File: config.mk
export PLATFORM = sky130hd
export DESIGN_NAME = tcw_front
export DESIGN_NICKNAME = d
export VERILOG_FILES = /design/src/hdl/tcw_pkg.sv /design/src/hdl/tcw_front.sv
export SDC_FILE = /design/constraint.sdc
export NUM_CORES = 1
export LEC_CHECK = 0
export BUFFER_PORTS_ARGS = -buffer_cell sky130_fd_sc_hd__buf_2
export CORE_ASPECT_RATIO = 0.5
export CORE_MARGIN = 2
export CORE_UTILIZATION = 44
export DETAILED_ROUTE_END_ITERATION = 7
export GPL_ROUTABILITY_DRIVEN = 0
export PLACE_DENSITY = 0.76
export SLEW_MARGIN = 20
export SYNTH_ARGS = -nofsm -noshare
export SYNTH_HDL_FRONTEND = slang
export SYNTH_SLANG_ARGS = --single-unit
File: constraint.sdc
create_clock -name clk_i -period 3.3 [get_ports clk_i]
set_clock_uncertainty 0.1 [all_clocks]
set_input_delay 0.99 -clock clk_i [delete_from_list [all_inputs] [get_ports clk_i]]
set_output_delay 0.99 -clock clk_i [all_outputs]
set_load 0.01 [all_outputs]
File: src/hdl/tcw_pkg.sv
`timescale 1ns / 1ps
`default_nettype none

package tcw_pkg;

  localparam int COLS_DEF        = 80;
  localparam int ROWS_DEF        = 25;
  localparam int QUEUE_DEPTH_DEF = 4;

  localparam int CHAR_W     = 8;
  localparam int COLOR_W    = 8;
  localparam int CELL_W     = 16;
  localparam int ADDR_IN_W  = 11;
  localparam int ROW_W      = 5;
  localparam int COL_W      = 7;
  // wide enough for the largest store (128 x 64 cells)
  localparam int CMD_ADDR_W = 13;

  localparam logic [CHAR_W-1:0]  NEWLINE_CODE = 8'd10;
  localparam logic [CHAR_W-1:0]  BLANK_CODE   = 8'd32;
  localparam logic [COLOR_W-1:0] COLOR_RESET  = 8'd7;

  typedef enum logic [1:0] {
    ACT_PUT   = 2'd0,
    ACT_READ  = 2'd1,
    ACT_CLEAR = 2'd2
  } action_e;

  typedef enum logic [1:0] {
    OP_MOVE  = 2'd0,
    OP_WRITE = 2'd1,
    OP_READ  = 2'd2,
    OP_CLEAR = 2'd3
  } op_e;

  typedef struct packed {
    op_e                   op;
    logic [CMD_ADDR_W-1:0] addr;
    logic [CHAR_W-1:0]     ch;
    logic                  scroll;
    logic [ROW_W-1:0]      row;
    logic [COL_W-1:0]      col;
  } cmd_t;

  typedef struct packed {
    logic [CELL_W-1:0] value;
    logic [ROW_W-1:0]  row;
    logic [COL_W-1:0]  col;
    logic              scrolled;
  } res_t;

endpackage

`default_nettype wire

File: src/hdl/tcw_front.sv
`timescale 1ns / 1ps
`default_nettype none

module tcw_front #(
  parameter int COLS = tcw_pkg::COLS_DEF,
  parameter int ROWS = tcw_pkg::ROWS_DEF
) (
  input  wire logic                         clk_i,
  input  wire logic                         rst_ni,
  input  wire logic                         accept_i,
  input  wire logic [1:0]                   action_i,
  input  wire logic [tcw_pkg::CHAR_W-1:0]   char_code_i,
  input  wire logic [tcw_pkg::ADDR_IN_W-1:0] cell_address_i,
  output tcw_pkg::cmd_t                     cmd_o
);
  import tcw_pkg::*;

  localparam int RW    = $clog2(ROWS);
  localparam int CW    = $clog2(COLS);
  localparam int CELLS = ROWS * COLS;

  logic [RW-1:0] row_q, row_d;
  logic [CW-1:0] col_q, col_d;
  logic          scroll;
  op_e           op;
  logic [CMD_ADDR_W-1:0] addr;

  always_comb begin
    row_d  = row_q;
    col_d  = col_q;
    scroll = 1'b0;
    op     = OP_MOVE;
    addr   = '0;
    unique case (action_e'(action_i))
      ACT_PUT: begin
        if (char_code_i == NEWLINE_CODE) begin
          col_d = '0;
          if (row_q == RW'(ROWS - 1)) begin
            scroll = 1'b1;
          end else begin
            row_d = row_q + 1'b1;
          end
        end else begin
          op   = OP_WRITE;
          addr = CMD_ADDR_W'(row_q) * CMD_ADDR_W'(COLS) + CMD_ADDR_W'(col_q);
          if (col_q == CW'(COLS - 1)) begin
            col_d = '0;
            if (row_q == RW'(ROWS - 1)) begin
              scroll = 1'b1;
            end else begin
              row_d = row_q + 1'b1;
            end
          end else begin
            col_d = col_q + 1'b1;
          end
        end
      end
      ACT_READ: begin
        if (32'(cell_address_i) < CELLS) begin
          op   = OP_READ;
          addr = CMD_ADDR_W'(cell_address_i);
        end
      end
      ACT_CLEAR: begin
        op    = OP_CLEAR;
        row_d = '0;
        col_d = '0;
      end
      default: begin
      end
    endcase
  end

  assign cmd_o = '{op: op, addr: addr, ch: char_code_i, scroll: scroll,
                   row: ROW_W'(row_d), col: COL_W'(col_d)};

  always_ff @(posedge clk_i or negedge rst_ni) begin
    if (!rst_ni) begin
      row_q <= '0;
      col_q <= '0;
    end else if (accept_i) begin
      row_q <= row_d;
      col_q <= col_d;
    end
  end

  assert property (@(posedge clk_i) disable iff (!rst_ni)
    accept_i |=> (32'(row_q) < ROWS) && (32'(col_q) < COLS))
    else $error("cursor left the screen");

endmodule

`default_nettype wire

==> summary.txt, run 1 <==
Clock network
  – Num CTS Buffers: 3
  – Clock root buffer: clkbuf_8
  – Htree depth: 1
  – CTS clk-pin slew, worst paths: 0.06 ns
  – Worst-case clock buffer depth: 2
  – Clock Latency Late Sink: around 0.25 ns
  – CTS Hold Bufs: 0
  – TritonCTS clock tree: built
  – Num Clock Sinks: 12

Floorplan
  – I/O Pins: 60
  – Num rows: 14
  – Core Box Area: 0.00314 mm2
  – Initial Utilization: 48.0%
  – Die extent in y: 45.4 um
  – Die area: 0.00394 mm2
  – Die Wd: 86.8 um

STA
  – Max Fclk: 279 MHz
  – Post-route minimum period: 3.59 ns
  – Pin slew with the least headroom to its limit: 0.558 ns
  – Final number of hold-violating endpoints: 0
  – Final setup margin: -0.286 ns
  – Fin. max-slew vios: 0
  – Fin crit share: 109%
  – Rel. slew slack: a little over three fifths
  – RSZ-0062 raised after global routing: yes
  – Final setup fails: 26

Logic synthesis
  – Post-synthesis adder-cell area fraction: 12.6%
  – Top post-synthesis cells by area: dfrtp_1 20%, ha_1 10%, nand2_1 7.0%
  – Post-Syn Area: roughly 0.0015 mm2
  – Largest area contributor in the netlist: dfrtp_1
  – Post-Synth XOR/XNOR Area: between 4 and 5%
  – Post-synthesis compound-gate area fraction: 22.9%
  – Main combinational cell family by area after synthesis: simple AND/OR/NAND/NOR gates
  – Yosys Warn Count: 0
  – Simple-Gate Fraction of Synth Area: 30.8%
  – Top-count cell post-synth: nand2_1
  – Synthesized netlist cell count: 188
  – Syn nets: 226
  – Avg Cell Area, Syn: roughly 8 um2
  – Seq cells post-synth: 12
  – Mux cell area share after synthesis: 0%
  – Count of different cell masters after synthesis: 47
  – Post-synth EDFFs: 0
  – Sequential share of the synthesized area: 19.9%
  – Main flop type after synthesis: dfrtp_1
  – Synth top cells by count: 28 x nand2_1, 16 x o21ai_0, 12 x dfrtp_1, 12 x ha_1, 10 x buf_4
  – Yosys top cell area share: 19.9%
  – Asr flop ratio synth: 100%

Critical path
  – Crit path max-delay family: simple AND/OR/NAND/NOR gates
  – Critical-path top delay cell: or4bb_4
  – CP Max Fanout: 5
  – Crit start category: input port
  – Element type at the critical path end: output port
  – CP Buf/Inv Count: 2
  – Worst Path Arrival: 2.50 ns
  – Critical path data required time: 2.21 ns
  – Worst Path Class, Setup: in -> out
  – Max incr delay on CP: 0.56 ns
  – Cells along the critical path: buf_6, or4bb_4, nor2_4, o21ai_2, and3b_1, a221o_1, buf_2

Hold path
  – Worst min-delay path class: reg -> reg

GRT
  – Initial antenna violation count: 0
  – Global Route Usage Sum: 22.5%
  – Congestion Overflow GR: 0
  – Vias in the first global route: 1530
  – Largest net degree at the start of global routing: 18
  – First-pass GRT wire length: 6900 um

Flow run
  – Max-cap violations: 0

Routing
  – Detailed Route WL: 4490 um
  – Antenna viol nets, final: 0
  – Via count: 1717
  – DRC Markers: 0
  – DRT Pass-1 Iters: 5
  – Via-per-instance ratio: roughly 5.8
  – Wire per inst: 15.1 um
  – Initial detailed-routing violation count: 50

Placement
  – Dpl ws: -0.304 ns
  – DP Wirelength: 3200 um
  – Port Buffers: 58

Pwr
  – Lkg Pwr: 1.04 nW
  – Cell area power density: 345 mW/mm2
  – Overall power: 0.737 mW
  – Maximum vdd drop: approximately 0.16 mV

Cells and area
  – Nets: 296
  – Layout cells sized above 1: 45.5%
  – Layout fillers: around 260
  – Area Growth Syn to Fin: 41.8%
  – N_diodes: 0

Outcome
  – Failing checks: negative setup slack
  – Status: finished with violations
-- state kept, by name (all words and copies together), names as in the netlist --
register,cells
col_q,7
row_q,5
-- through the flow --
step	utilization [%]	hold slack (ns)	setup TNS [ns]	cell area, um2	instances
final	68.1	0.504	-4.41	2140	297
after global routing	68.1	0.531	-5.89	2140	297
after CTS	65.4	0.497	-4.71	2050	294
after floorplan	-	0.434	-0.169	1510	188
after detailed placement	60.3	0.485	-4.44	1890	287
after global placement	60.3	0.473	-4.16	1890	287
-- report_power, final --
group          internal [mW]  leakage, nW  switching (mW)
clock network          0.106       0.0288          0.0631
logic                  0.168        0.850           0.189
registers              0.170        0.159          0.0407
total                  0.444         1.04           0.293
-- layout make-up --
type                            count  area (um2)  share of cell area (%)
Multi-Input combinational cell    152        1170                    54.8
Timing Repair Buffer               83         537                    25.1
Sequential cell                    12         300                    14.1
Clock buffer                        4        55.1                    2.58
Tap cell                           40        50.0                    2.34
Inverter                            6        22.5                    1.05
-- per-layer routing --
layer  vias up  wire (um)  track usage [%]
li1        827          -                -
met1       818       1900             28.2
met4         0         25             3.44
met2        68       2210             41.4
met5         -          0                0
met3         4        353             5.07
-- repair_timing --
action / in CTS / in global routing
pin swaps: 22 / 12
endpoints found under the setup margin: 26 / 26
endpoints found under the hold margin: 0 / 0
resized for setup: 27 / 15
buffers inserted: 3 / 4
-- cells in the final DEF (no fill, tap or decap), types with 3 or more instances in the layout --
cell type,synthesis,routed
a22o_1,7,7
buf_4,10,21
a21o_1,3,3
buf_2,2,53
or4_1,3,3
nor2_1,8,6
inv_1,6,5
nand3b_1,6,6
nand2b_1,4,4
nor2_4,1,3
xnor2_1,4,4
nand3_1,9,9
buf_6,0,7
clkbuf_8,1,4
nand2_1,28,27
ha_1,12,11
dfrtp_1,12,12
a21oi_1,6,5
o21ai_2,1,8
xor2_1,3,3
o21ai_0,16,7
-- worst paths after layout --
path / start / endpoint / slack, ns / depth (start not counted)
max: char_code_i[2] / cmd_o[9] / -0.29 / 7
min: col_q[1] / col_q[1] / 0.50 / 1
max reg2reg: col_q[0] / row_q[4] / 1.01 / 7
min reg2reg: col_q[1] / col_q[1] / 0.50 / 1
max in group asynchronous: rst_ni / row_q[2] / 2.35 / 1
min in group asynchronous: rst_ni / col_q[2] / 0.52 / 1
-- logic make-up after synthesis --
group           Yosys count
compound gates           50
xor+xnor                  7
fa+ha+maj                14
buf+inv                  24
flops                    12
other cells               1
simple gates             80
No activity file was read; power rests on OpenSTA's default activity.
==> run 2: changes to the inputs <==
==> constraint.sdc (replaced) <==
create_clock -name clk_i -period 3.3 [get_ports clk_i]
set_clock_uncertainty 0.1 [all_clocks]
set_input_delay 0.66 -clock clk_i [delete_from_list [all_inputs] [get_ports clk_i]]
set_output_delay 0.66 -clock clk_i [all_outputs]
set_load 0.01 [all_outputs]
==> run 2 against run 1 <==
  * The flow now finishes without violations
  * Worst hold slack worse by 0.31 ns
  * Clock power rose by 2%
  * Highest routed layer unchanged
  * Wire length decreased by 8.3%
  * Flip-flop and latch count stayed put
  * Core utilization fell by 8.2 points
  * Setup slack better by 0.39 ns
==> summary.txt, run 2 (synthesized netlist as in run 1, its figures left out) <==
Outcome
  – Status: complete, no violations

GRT
  – First-pass GRT wire length: 6530 um (-5.4%)
  – Congestion Overflow GR: 0 (unchanged)
  – Global Route Usage Sum: 21.0% (-1.4 points)
  – Largest net degree at the start of global routing: 18 (unchanged)
  – Vias in the first global route: 1416 (-7.5%)
  – Initial antenna violation count: 0 (unchanged)

Routing
  – DRT Pass-1 Iters: 4 (-1)
  – Via count: 1627 (-5.2%)
  – DRC Markers: 0 (unchanged)
  – Wire per inst: 14.7 um (-3.1%)
  – Antenna viol nets, final: 0 (unchanged)
  – Via-per-instance ratio: 5.79 (+0.15%)
  – Initial detailed-routing violation count: 87 (+74%)
  – Detailed Route WL: 4120 um (-8.3%)

Floorplan
  – Die area: 0.00394 mm2 (unchanged)
  – Initial Utilization: 48.0% (unchanged)
  – Die extent in y: 45.4 um (unchanged)
  – I/O Pins: 60 (unchanged)
  – Num rows: 14 (unchanged)
  – Core Box Area: 0.00314 mm2 (unchanged)
  – Die Wd: 86.8 um (unchanged)

Cells and area
  – Final instance area: 0.00188 mm2 (-12%)
  – Area of the multi-input gates: 0.00109 mm2 (-6.8%)
  – Commonest cells after routing, fill and taps aside: 58 x buf_2, 28 x nand2_1, 16 x o21ai_0, 12 x ha_1, 11 x dfrtp_1
  – Register area: 302 um2 (+0.42%)
  – Biggest register: col_q
  – Max reg flops: 7 (unchanged)
  – Area Growth Syn to Fin: 24.7%
  – Nets: 280 (-5.4%)
  – Non-Filler Instances: 281 (-5.4%)
  – Largest regs: col_q x7, row_q x5
  – Commonest non-fill, non-tap cell in the layout: buf_2
  – N_diodes: 0 (unchanged)
  – Layout fillers: 300 (+17%)
  – Layout cells sized above 1: 34.9% (-11 points)

Critical path
  – Levels on crit path: 8 (+1)
  – Crit path max-delay family: adder cells
  – Cells along the critical path: ha_1, ha_1, inv_1, fa_2, nor3b_4, xor2_1, o22ai_1, buf_2
  – R2R depth: 8 (+1)
  – CP Buf/Inv Count: 2 (unchanged)
  – Critical-path top delay cell: fa_2
  – Element type at the critical path end: output port
  – CP most frequent cell: ha_1
  – Worst Path Arrival: 2.44 ns (-0.06 ns)
  – CP Max Fanout: 7 (+2)
  – Crit start category: flop
  – Critical path data required time: 2.54 ns (+0.33 ns)
  – Max incr delay on CP: 0.48 ns (-0.08 ns)
  – Worst Path Class, Setup: reg -> out

STA
  – Post-route minimum period: 3.20 ns (-0.386 ns)
  – Fin. max-slew vios: 0 (unchanged)
  – Final setup fails: 0 (-100%)
  – Fin crit share: 97.0% (-12 points)
  – Pin slew with the least headroom to its limit: 0.586 ns (+0.0280 ns)
  – Final number of hold-violating endpoints: 0 (unchanged)
  – Final setup margin: 0.0999 ns (+0.386 ns)
  – Max Fclk: 312 MHz (+12%)
  – Rel. slew slack: 60.8% (-1.9 points)

Clock network
  – Num CTS Buffers: 3 (unchanged)
  – Num Clock Sinks: 12 (unchanged)
  – CTS Hold Bufs: 0 (unchanged)
  – TritonCTS clock tree: built
  – Worst-case clock buffer depth: 2 (unchanged)
  – Htree depth: 1 (unchanged)
  – Clock root buffer: clkbuf_8
  – Clock Latency Late Sink: 0.25 ns (about the same)
  – CTS clk-pin slew, worst paths: 0.06 ns (about the same)

Hold path
  – Worst min-delay path class: in -> async

Pwr
  – Maximum vdd drop: 0.159 mV (-1.7%)
  – Cell area power density: 369 mW/mm2 (+7.0%)
  – Lkg Pwr: 0.921 nW (-11%)

Placement
  – Port Buffers: 58 (unchanged)
  – Dpl ws: 0.256 ns (+0.560 ns)
  – Placed Area: 0.00177 mm2 (-6.6%)
  – DP Wirelength: 3040 um (-4.9%)
  – DP Cell Count: 273 (-4.9%)

Flow run
  – Max-cap violations: 0 (unchanged)
run 2: per-layer routing:
layer / global-route usage, % / wire [um]
met1: 26.9 / 1800
met2: 39.2 / 1960
met3: 4.17 / 326
met4: 1.88 / 42
met5: 0 / 0
run 2: power breakdown:
part / total [mW] / switching [mW] / internal (mW)
combinational: 0.311 / 0.169 / 0.142
sequential: 0.209 / 0.0393 / 0.170
clock: 0.173 / 0.0673 / 0.106
total: 0.694 / 0.276 / 0.418
run 2: path summary, 6_finish.rpt:
check                           startpoint        end  slack (ns)
worst min register to register    col_q[1]   col_q[1]        0.49
worst min-delay path                rst_ni   row_q[1]        0.19
max in group asynchronous           rst_ni   row_q[3]        2.65
worst max-delay path              row_q[3]  cmd_o[30]         0.1
min in group clk_i                col_q[1]   col_q[1]        0.49
worst max register to register    col_q[0]   row_q[0]        1.03
run 2: through the flow:
| stage | utilization, % | hold slack [ns] | TNS [ns] | power [mW] |
|---|---|---|---|---|
| 2_1_floorplan | - | 0.264 | 0 | 0.408 |
| 3_3_place_gp | 56.3 | 0.462 | 0 | 0.507 |
| 3_5_place_dp | 56.3 | 0.468 | 0 | 0.514 |
| 4_1_cts | 58.2 | 0.204 | 0 | 0.687 |
| 5_1_grt | 59.9 | 0.212 | -0.00579 | 0.745 |
| 6_report | 59.9 | 0.193 | 0 | 0.694 |
run 2: what timing repair did:
| item | CTS | global route |
|---|---|---|
| buffers inserted | 0 | 4 |
| setup endpoints to repair | 1 | 5 |
| endpoints found under the hold margin | 0 | 0 |
| pin swaps | 0 | 2 |
| resized for setup | 1 | 5 |
run 2: final cells by class:
class | count | share of cell area [%]
well taps | 40 | 2.66
clock buffers | 4 | 2.93
multi-input cells | 152 | 58.1
inverters | 6 | 1.20
flip-flops and latches | 12 | 16.1
repair buffers | 67 | 19.1
