`src/hdl/tcw_pkg.sv`:
```
`timescale 1ns / 1ps
`default_nettype none

package tcw_pkg;

  localparam int COLS_DEF        = 80;
  localparam int ROWS_DEF        = 25;
  localparam int QUEUE_DEPTH_DEF = 4;

  localparam int CHAR_W     = 8;
  localparam int COLOR_W    = 8;
  localparam int CELL_W     = 16;
  localparam int ADDR_IN_W  = 11;
  localparam int ROW_W      = 5;
  localparam int COL_W      = 7;
  // wide enough for the largest store (128 x 64 cells)
  localparam int CMD_ADDR_W = 13;

  localparam logic [CHAR_W-1:0]  NEWLINE_CODE = 8'd10;
  localparam logic [CHAR_W-1:0]  BLANK_CODE   = 8'd32;
  localparam logic [COLOR_W-1:0] COLOR_RESET  = 8'd7;

  typedef enum logic [1:0] {
    ACT_PUT   = 2'd0,
    ACT_READ  = 2'd1,
    ACT_CLEAR = 2'd2
  } action_e;

  typedef enum logic [1:0] {
    OP_MOVE  = 2'd0,
    OP_WRITE = 2'd1,
    OP_READ  = 2'd2,
    OP_CLEAR = 2'd3
  } op_e;

  typedef struct packed {
    op_e                   op;
    logic [CMD_ADDR_W-1:0] addr;
    logic [CHAR_W-1:0]     ch;
    logic                  scroll;
    logic [ROW_W-1:0]      row;
    logic [COL_W-1:0]      col;
  } cmd_t;

  typedef struct packed {
    logic [CELL_W-1:0] value;
    logic [ROW_W-1:0]  row;
    logic [COL_W-1:0]  col;
    logic              scrolled;
  } res_t;

endpackage

`default_nettype wire

```
`src/hdl/tcw_cmd_fifo.sv`:
```
`timescale 1ns / 1ps
`default_nettype none

module tcw_cmd_fifo #(
  parameter int DEPTH = tcw_pkg::QUEUE_DEPTH_DEF
) (
  input  wire logic     clk_i,
  input  wire logic     rst_ni,
  input  wire logic     push_i,
  input  tcw_pkg::cmd_t cmd_i,
  output logic          full_o,
  input  wire logic     pop_i,
  output tcw_pkg::cmd_t cmd_o,
  output logic          empty_o
);
  import tcw_pkg::*;

  localparam int PW = $clog2(DEPTH);
  localparam int NW = $clog2(DEPTH + 1);

  cmd_t          mem_q [DEPTH];
  logic [PW-1:0] wr_ptr_q, rd_ptr_q;
  logic [NW-1:0] count_q;

  assign full_o  = (count_q == NW'(DEPTH));
  assign empty_o = (count_q == '0);
  assign cmd_o   = mem_q[rd_ptr_q];

  always_ff @(posedge clk_i) begin
    if (push_i) begin
      mem_q[wr_ptr_q] <= cmd_i;
    end
  end

  always_ff @(posedge clk_i or negedge rst_ni) begin
    if (!rst_ni) begin
      wr_ptr_q <= '0;
      rd_ptr_q <= '0;
      count_q  <= '0;
    end else begin
      if (push_i) begin
        wr_ptr_q <= (wr_ptr_q == PW'(DEPTH - 1)) ? '0 : wr_ptr_q + 1'b1;
      end
      if (pop_i) begin
        rd_ptr_q <= (rd_ptr_q == PW'(DEPTH - 1)) ? '0 : rd_ptr_q + 1'b1;
      end
      if (push_i && !pop_i) begin
        count_q <= count_q + 1'b1;
      end else if (!push_i && pop_i) begin
        count_q <= count_q - 1'b1;
      end
    end
  end

  assert property (@(posedge clk_i) disable iff (!rst_ni)
    32'(count_q) <= DEPTH)
    else $error("queue count overflow");

endmodule

`default_nettype wire

```
`config.mk`:
```
export PLATFORM = sky130hd
export DESIGN_NAME = tcw_cmd_fifo
export DESIGN_NICKNAME = d
export VERILOG_FILES = /design/src/hdl/tcw_pkg.sv /design/src/hdl/tcw_cmd_fifo.sv
export SDC_FILE = /design/constraint.sdc
export NUM_CORES = 1
export LEC_CHECK = 0
export BUFFER_PORTS_ARGS = -buffer_cell sky130_fd_sc_hd__buf_2
export CAP_MARGIN = 5
export CORE_MARGIN = 4
export CORE_UTILIZATION = 60
export DETAILED_ROUTE_END_ITERATION = 6
export PLACE_DENSITY = 0.79
export SETUP_SLACK_MARGIN = 0.4
export SKIP_CTS_REPAIR_TIMING = 1
export SLEW_MARGIN = 30
export SYNTH_ARGS = -nofsm -noshare
export SYNTH_HDL_FRONTEND = slang
export SYNTH_SLANG_ARGS = --single-unit
```
`constraint.sdc`:
```
create_clock -name clk_i -period 3.8 [get_ports clk_i]
set_clock_uncertainty 0.15 [all_clocks]
set_input_delay 0.19 -clock clk_i [delete_from_list [all_inputs] [get_ports clk_i]]
set_output_delay 0.19 -clock clk_i [all_outputs]
set_load 0.005 [all_outputs]
```
==> results of run 1 <==
-- registers in the layout (all words and copies together), names as in the netlist --
register / count
mem_q: 144
count_q: 3
rd_ptr_q: 2
wr_ptr_q: 2
-- layer usage --
layer / routed length (um) / track usage (%)
met5: 0 / 0
met4: 73 / 5.15
met3: 671 / 7.29
met2: 5350 / 29.3
met1: 4020 / 24.9
-- final timing paths --
kind | startpoint | to | slack, ns | cells after the start
min reg2reg | count_q[2] | count_q[2] | 0.35 | 1
max reg2reg | wr_ptr_q[0] | mem_q[2][2] | 1.81 | 3
min in group asynchronous | rst_ni | count_q[2] | 0.50 | 3
max in group asynchronous | rst_ni | rd_ptr_q[1] | 2.71 | 3
min | cmd_i[4] | mem_q[3][4] | 0.28 | 2
max | rd_ptr_q[0] | cmd_o[32] | 1.17 | 3
-- critical path, stage by stage, from the launching register on --
cell and delay [ns]:
dfrtp_2 0.62, buf_4 0.42, mux4_2 0.58, buf_2 0.15
-- area by class of cell --
class	count	area (um^2)	area share, %
Clock buffer	17	414	5.87
Multi-Input combinational cell	62	1040	14.8
Sequential cell	151	4500	63.8
Tap cell	111	139	1.97
Inverter	4	15.0	0.213
Clock inverter	15	143	2.02
Timing Repair Buffer	119	801	11.4
-- power groups by stage --
stage / Combinational, mW / Clock (mW) / Sequential, mW
floorplan: 0.878 / 0 / 2.24
global placement: 1.15 / 0 / 2.37
detailed placement: 1.17 / 0 / 2.39
CTS: 1.18 / 1.57 / 2.36
global route: 1.31 / 1.66 / 2.39
finish: 1.19 / 1.54 / 2.35
-- cell usage in the layout (no fill, tap or decap), types with 2 or more instances in the layout --
master,instances
nand2_1,2
ha_1,6
inv_6,5
inv_1,4
mux4_2,36
xor2_1,2
clkinv_4,3
dfrtp_2,2
edfxtp_1,144
o21ai_0,2
clkbuf_16,16
nor2_1,3
mux2_2,3
dfrtp_1,5
buf_2,77
and2_4,3
buf_4,2
clkinvlp_4,3
dlygate4sd3_1,40
-- cells by family (layout without fill, tap and decap cells) --
kind of cell | after synthesis | count (layout)
AND/OR/NAND/NOR | 11 | 11
AO/OA/AOI/OAI | 2 | 2
buffers and inverters | 12 | 155
multiplexers | 39 | 39
adder cells (fa/ha/maj) | 7 | 7
XOR/XNOR | 3 | 3
flip-flops | 151 | 151
==> flow_summary_export.csv, run 1 <==
group,metric,value,unit
critical_path,critical_path_arrival,2.29,ns
placed_design,dp_cells,407,
floorplan,dieArea,0.0110,mm^2
floorplan,row_count,35,
logic_synthesis,synthAdderAreaFrac,1.69,%
clock_tree,numCtsBuffers,17,
logic_synthesis,synth.area.top_cells,"edfxtp_1 (77%), mux4_2 (14%), dfrtp_1 (3.1%), ha_1 (1.3%), mux2_2 (0.60%)",
timing,max_slew.worst_pin.slew,0.969,ns
routing,vias_per_cell,5.63,
critical_path,worstSetupEndpointType,"output port",
power_and_ir_drop,p_leak,2.50,nW
floorplan,die_w,105,um
clock_tree,h-tree-depth,4,
power_and_ir_drop,p_int,3.69,mW
logic_synthesis,synth_cells,225,
logic_synthesis,synth_top_family_by_area,"multiplexers",
global_route,antenna_found_initial,0,
cells_and_area,final_util,76.7,%
cells_and_area,fin_nets,402,
logic_synthesis,synth.top_cell.area_share,76.9,%
timing,fin_crit_sh,69.2,%
global_route,grt_overflow,0,
floorplan,ioPinCount,78,
logic_synthesis,synth_xor_area_share,0.467,%
global_route,grt_max_degree,39,
logic_synthesis,yosys-mux-area-fraction,15.0,%
clock_tree,path_clk_slew,0.06,ns
logic_synthesis,ys.flop_type,"edfxtp_1",
clock_tree,cts_tree,"yes",
cells_and_area,drive_gt1_share,42.1,%
power_and_ir_drop,vdd.ir_drop.worst,453,uV
logic_synthesis,synth.yosys.seq_area_share,80.1,%
timing,relSlewSlack,35.4,%
placed_design,dpl_cell_area,0.00609,mm^2
min_path,hold_path_class,"primary input to flop",
routing,wirelength,10.1,mm
routing,wire_per_inst,21.1,um
routing,drt_first_pass_iters,4,
clock_tree,cts-root-buf,"clkbuf_8",
timing,setup_viol,0,
logic_synthesis,synth_edf_count,144,
logic_synthesis,synth-compound-area-share,0.178,%
timing,setup_ws,1.17,ns
placed_design,place.gp.congestion,0.673,
cells_and_area,stdcell_count,479,
critical_path,required,3.46,ns
logic_synthesis,ys_ff_latch,151,
global_route,grt_pass1_vias,2704,
timing,rsz0062_at_grt,"false",
cells_and_area,area_growth,25.5,%
logic_synthesis,synthArstFlopShare,4.64,%
power_and_ir_drop,pwr_density_cell,721,mW/mm^2
clock_tree,clockBufferDepth,2,
timing,drv_slew,0,
logic_synthesis,synth_nets,272,
power_and_ir_drop,comb_power_share,23.5,%
logic_synthesis,synth_warnings,0,
logic_synthesis,yosysTopAreaCell,"edfxtp_1",
placed_design,port_buffers,77,
critical_path,startpoint_type,"flop",
logic_synthesis,syn_area,0.00562,mm^2
power_and_ir_drop,total_power,5.09,mW
timing,fmax,380,MHz
cells_and_area,design_area,0.00705,mm^2
routing,postRouteAntennaNets,0,
power_and_ir_drop,clkPwrFrac,30.4,%
routing,drc,0,
timing,min_period,2.63,ns
logic_synthesis,synth.most_common_cell,"edfxtp_1",
clock_tree,clock-sinks,151,
routing,num_vias,2695,
critical_path,critPathMaxFanout,18,
power_and_ir_drop,net-switching-power,1.39,mW
global_route,grt_first_pass_wirelength,15.0,mm
floorplan,die_h,105,um
placed_design,pre_cts_slack,1.67,ns
job,maxCapViolCount,0,
timing,fin_hold_ws,0.277,ns
cells_and_area,diodes,0,
logic_synthesis,synth_common_cells,"edfxtp_1 (144), mux4_2 (36), dfrtp_1 (7)",
floorplan,design.core.area,0.00920,mm^2
run_status,status,"complete, no violations",
timing,finalHoldViolations,0,
logic_synthesis,synth-simple-area-share,1.00,%
power_and_ir_drop,switching_share,27.4,%
global_route,track_usage,18.7,%
logic_synthesis,syn_area_per_cell,25.0,um^2
routing,drt_iter0_drc,161,
critical_path,critical_path_class,"flop to output port",
logic_synthesis,synthDistinctLibCells,20,
timing,setup-tns-final,0,ns
clock_tree,insertion_delay,0.51,ns
floorplan,initial_core_util,61.1,%
placed_design,dp_hpwl,5.49,mm
cells_and_area,fillers,505,
power_and_ir_drop,seq_power_share,46.2,%
No activity file was read; power rests on OpenSTA's default activity.
==> run 2: changes to the inputs <==
--- a/config.mk
+++ b/config.mk
@@ -5,12 +5,13 @@
 export SDC_FILE = /design/constraint.sdc
 export NUM_CORES = 1
 export LEC_CHECK = 0
+export ABC_AREA = 1
 export BUFFER_PORTS_ARGS = -buffer_cell sky130_fd_sc_hd__buf_2
 export CAP_MARGIN = 5
 export CORE_MARGIN = 4
-export CORE_UTILIZATION = 60
+export CORE_UTILIZATION = 58
 export DETAILED_ROUTE_END_ITERATION = 6
-export PLACE_DENSITY = 0.79
+export PLACE_DENSITY = 0.76
 export SETUP_SLACK_MARGIN = 0.4
 export SKIP_CTS_REPAIR_TIMING = 1
 export SLEW_MARGIN = 30
==> constraint.sdc (replaced) <==
create_clock -name clk_i -period 2.6 [get_ports clk_i]
set_clock_uncertainty 0.15 [all_clocks]
set_input_delay 0.13 -clock clk_i [delete_from_list [all_inputs] [get_ports clk_i]]
set_output_delay 0.13 -clock clk_i [all_outputs]
set_load 0.005 [all_outputs]
==> run 2 against run 1 <==
- cell count rose by 56%
- first-iteration DRC count rose by 70%
- sequential power grew 41%
- synthesized cell count is 110% higher
- combinational power grew 120%
- wire length increased by 25%
- clock-buffer cell count rose by 7
- utilization shrank 2.7 points
==> flow_summary_export.csv, run 2 <==
group,metric,value,unit
clock_tree,cts_tree,"yes",
critical_path,timing.rr.end,"mem_q[2][11]",
logic_synthesis,synth.top_cell.area_share,67.8,%
logic_synthesis,ys_ff_latch,151,
timing,max_slew.worst_pin.slew,0.580,ns
critical_path,startpoint_type,"flop",
critical_path,critical_path_class,"flop to output port",
routing,postRouteAntennaNets,0,
placed_design,place.gp.congestion,0.749,
global_route,grt_max_degree,85,
critical_path,worst-r2r-setup-slack,0.74,ns
timing,min_period,2.09,ns
critical_path,worst_path_most_repeated_cell,"nand2_1",
clock_tree,clockBufferDepth,2,
logic_synthesis,synthDistinctLibCells,21,
clock_tree,path_clk_slew,0.06,ns
routing,drc,0,
clock_tree,insertion_delay,0.52,ns
critical_path,crit_chain,"inv_4 > clkbuf_16 > nand2_1 > o211ai_1 > nand2_1 > buf_2",
timing,fin_crit_sh,80.5,%
clock_tree,cts-root-buf,"clkbuf_8",
cells_and_area,final_cell_mix,"edfxtp_1 (144), nand2_1 (123), inv_1 (79)",
clock_tree,clock-sinks,151,
critical_path,worstSetupEndpointType,"output port",
placed_design,port_buffers,77,
floorplan,initial_core_util,59.1,%
logic_synthesis,synth_edf_count,144,
job,maxCapViolCount,0,
timing,rsz0062_at_grt,"false",
critical_path,max_stage_delay,0.42,ns
floorplan,die_w,113,um
power_and_ir_drop,pwr_density_cell,1050,mW/mm^2
power_and_ir_drop,vdd.ir_drop.worst,656,uV
clock_tree,h-tree-depth,4,
timing,relSlewSlack,61.3,%
timing,setup_viol,0,
timing,setup-tns-final,0,ns
global_route,antenna_found_initial,0,
logic_synthesis,synth.most_common_cell,"edfxtp_1",
logic_synthesis,synth_warnings,0,
run_status,status,"complete, no violations",
placed_design,dp_hpwl,7.22,mm
cells_and_area,largest_register_ffs,144,
cells_and_area,final_util,74.0,%
critical_path,crit_path_end,"cmd_o[29]",
clock_tree,numCtsBuffers,17,
global_route,grt_pass1_vias,3776,
cells_and_area,top_regs,"mem_q: 144 flops, count_q: 3 flops",
critical_path,required,2.32,ns
routing,drt_first_pass_iters,5,
critical_path,critPathMaxFanout,42,
global_route,track_usage,19.5,%
floorplan,dieArea,0.0127,mm^2
routing,wirelength,12.6,mm
logic_synthesis,synth_common_cells,"edfxtp_1 (144), nand2_1 (123), inv_1 (83)",
critical_path,reg2regPathDepth,5,
timing,finalHoldViolations,0,
min_path,hold_path_class,"primary input to flop",
logic_synthesis,yosysTopAreaCell,"edfxtp_1",
critical_path,r2r_start,"wr_ptr_q[0]",
critical_path,critPathBufInv,3,
cells_and_area,regMostFlops,"mem_q",
critical_path,critical_path_arrival,1.81,ns
logic_synthesis,syn_area_per_cell,13.5,um^2
logic_synthesis,ys.flop_type,"edfxtp_1",
power_and_ir_drop,total_power,8.41,mW
power_and_ir_drop,p_leak,3.36,nW
routing,vias_per_cell,5.29,
critical_path,crit_cells,6,
critical_path,crit_family,"buffers and inverters",
logic_synthesis,synth.yosys.seq_area_share,70.5,%
floorplan,design.core.area,0.0108,mm^2
logic_synthesis,syn_area,0.00638,mm^2
global_route,grt_overflow,0,
logic_synthesis,synth.area.top_cells,"edfxtp_1 (68%), o211ai_2 (9.6%), nand2_1 (7.2%), inv_1 (4.9%), dfrtp_1 (2.7%)",
logic_synthesis,synthArstFlopShare,4.64,%
routing,wire_per_inst,16.9,um
logic_synthesis,synth_nets,518,
routing,num_vias,3959,
cells_and_area,fin_nets,643,
cells_and_area,area_growth,25.2,%
floorplan,row_count,38,
cells_and_area,diodes,0,
global_route,grt_first_pass_wirelength,19.1,mm
floorplan,ioPinCount,78,
cells_and_area,final_common_cell,"edfxtp_1",
critical_path,cp-startpoint,"rd_ptr_q[0]",
timing,drv_slew,0,
logic_synthesis,synth_cells,471,
min_path,min_from,"cmd_i[12]",
routing,drt_iter0_drc,273,
critical_path,crit_path_top_delay_cell,"dfrtp_1",
floorplan,die_h,113,um
cells_and_area,drive_gt1_share,28.4,%
timing,fmax,478,MHz
run 2: final cells by class:
class / instances / area, um^2
clock buffer: 24 / 480
inverter: 85 / 329
fill: 657 / 2810
timing repair buffer: 128 / 976
sequential: 151 / 4500
tap: 140 / 175
clock inverter: 8 / 123
multi-input combinational: 213 / 1400
run 2: metrics by stage:
| stage | hold slack (ns) | cells | worst slack [ns] | area, um^2 |
|---|---|---|---|---|
| finish | 0.213 | 749 | 0.507 | 7980 |
| global route | 0.204 | 749 | 0.406 | 7980 |
| CTS | -0.730 | 707 | 0.292 | 7510 |
| detailed placement | -0.168 | 675 | 0.708 | 6910 |
| global placement | -0.176 | 675 | 0.764 | 6910 |
| floorplan | -0.316 | 471 | 0.689 | 6380 |
run 2: worst min path at each step:
stage	endpoint	slack, ns	cells after the start
after floorplan	count_q[0]	-0.32	0
after global routing	mem_q[2][31]	0.20	2
after CTS	count_q[2]	-0.73	1
after detailed placement	count_q[2]	-0.17	1
after global placement	count_q[2]	-0.18	1
final	mem_q[2][12]	0.21	2
run 2: cells by family (layout without fill, tap and decap cells):
group	after synthesis	after routing	share of synthesized area, %
fa+ha+maj	7	7	1.49
compound gates	76	76	12.6
flops	151	151	70.5
simple gates	129	129	7.69
xor+xnor	1	1	0.137
buf+inv	107	245	7.51
run 2: metal layers:
metal / vias to the layer above / track usage, % / wire length, um
met5: - / 0 / 0
met2: 136 / 32.5 / 6500
met4: 0 / 8.01 / 176
met1: 1921 / 24.8 / 5170
li1: 1883 / - / -
met3: 19 / 4.55 / 786
run 2: report_power, final:
| part | internal (mW) | switching (mW) |
|---|---|---|
| clock | 1.56 | 0.887 |
| sequential | 3.13 | 0.190 |
| combinational | 1.04 | 1.60 |
| total | 5.74 | 2.68 |
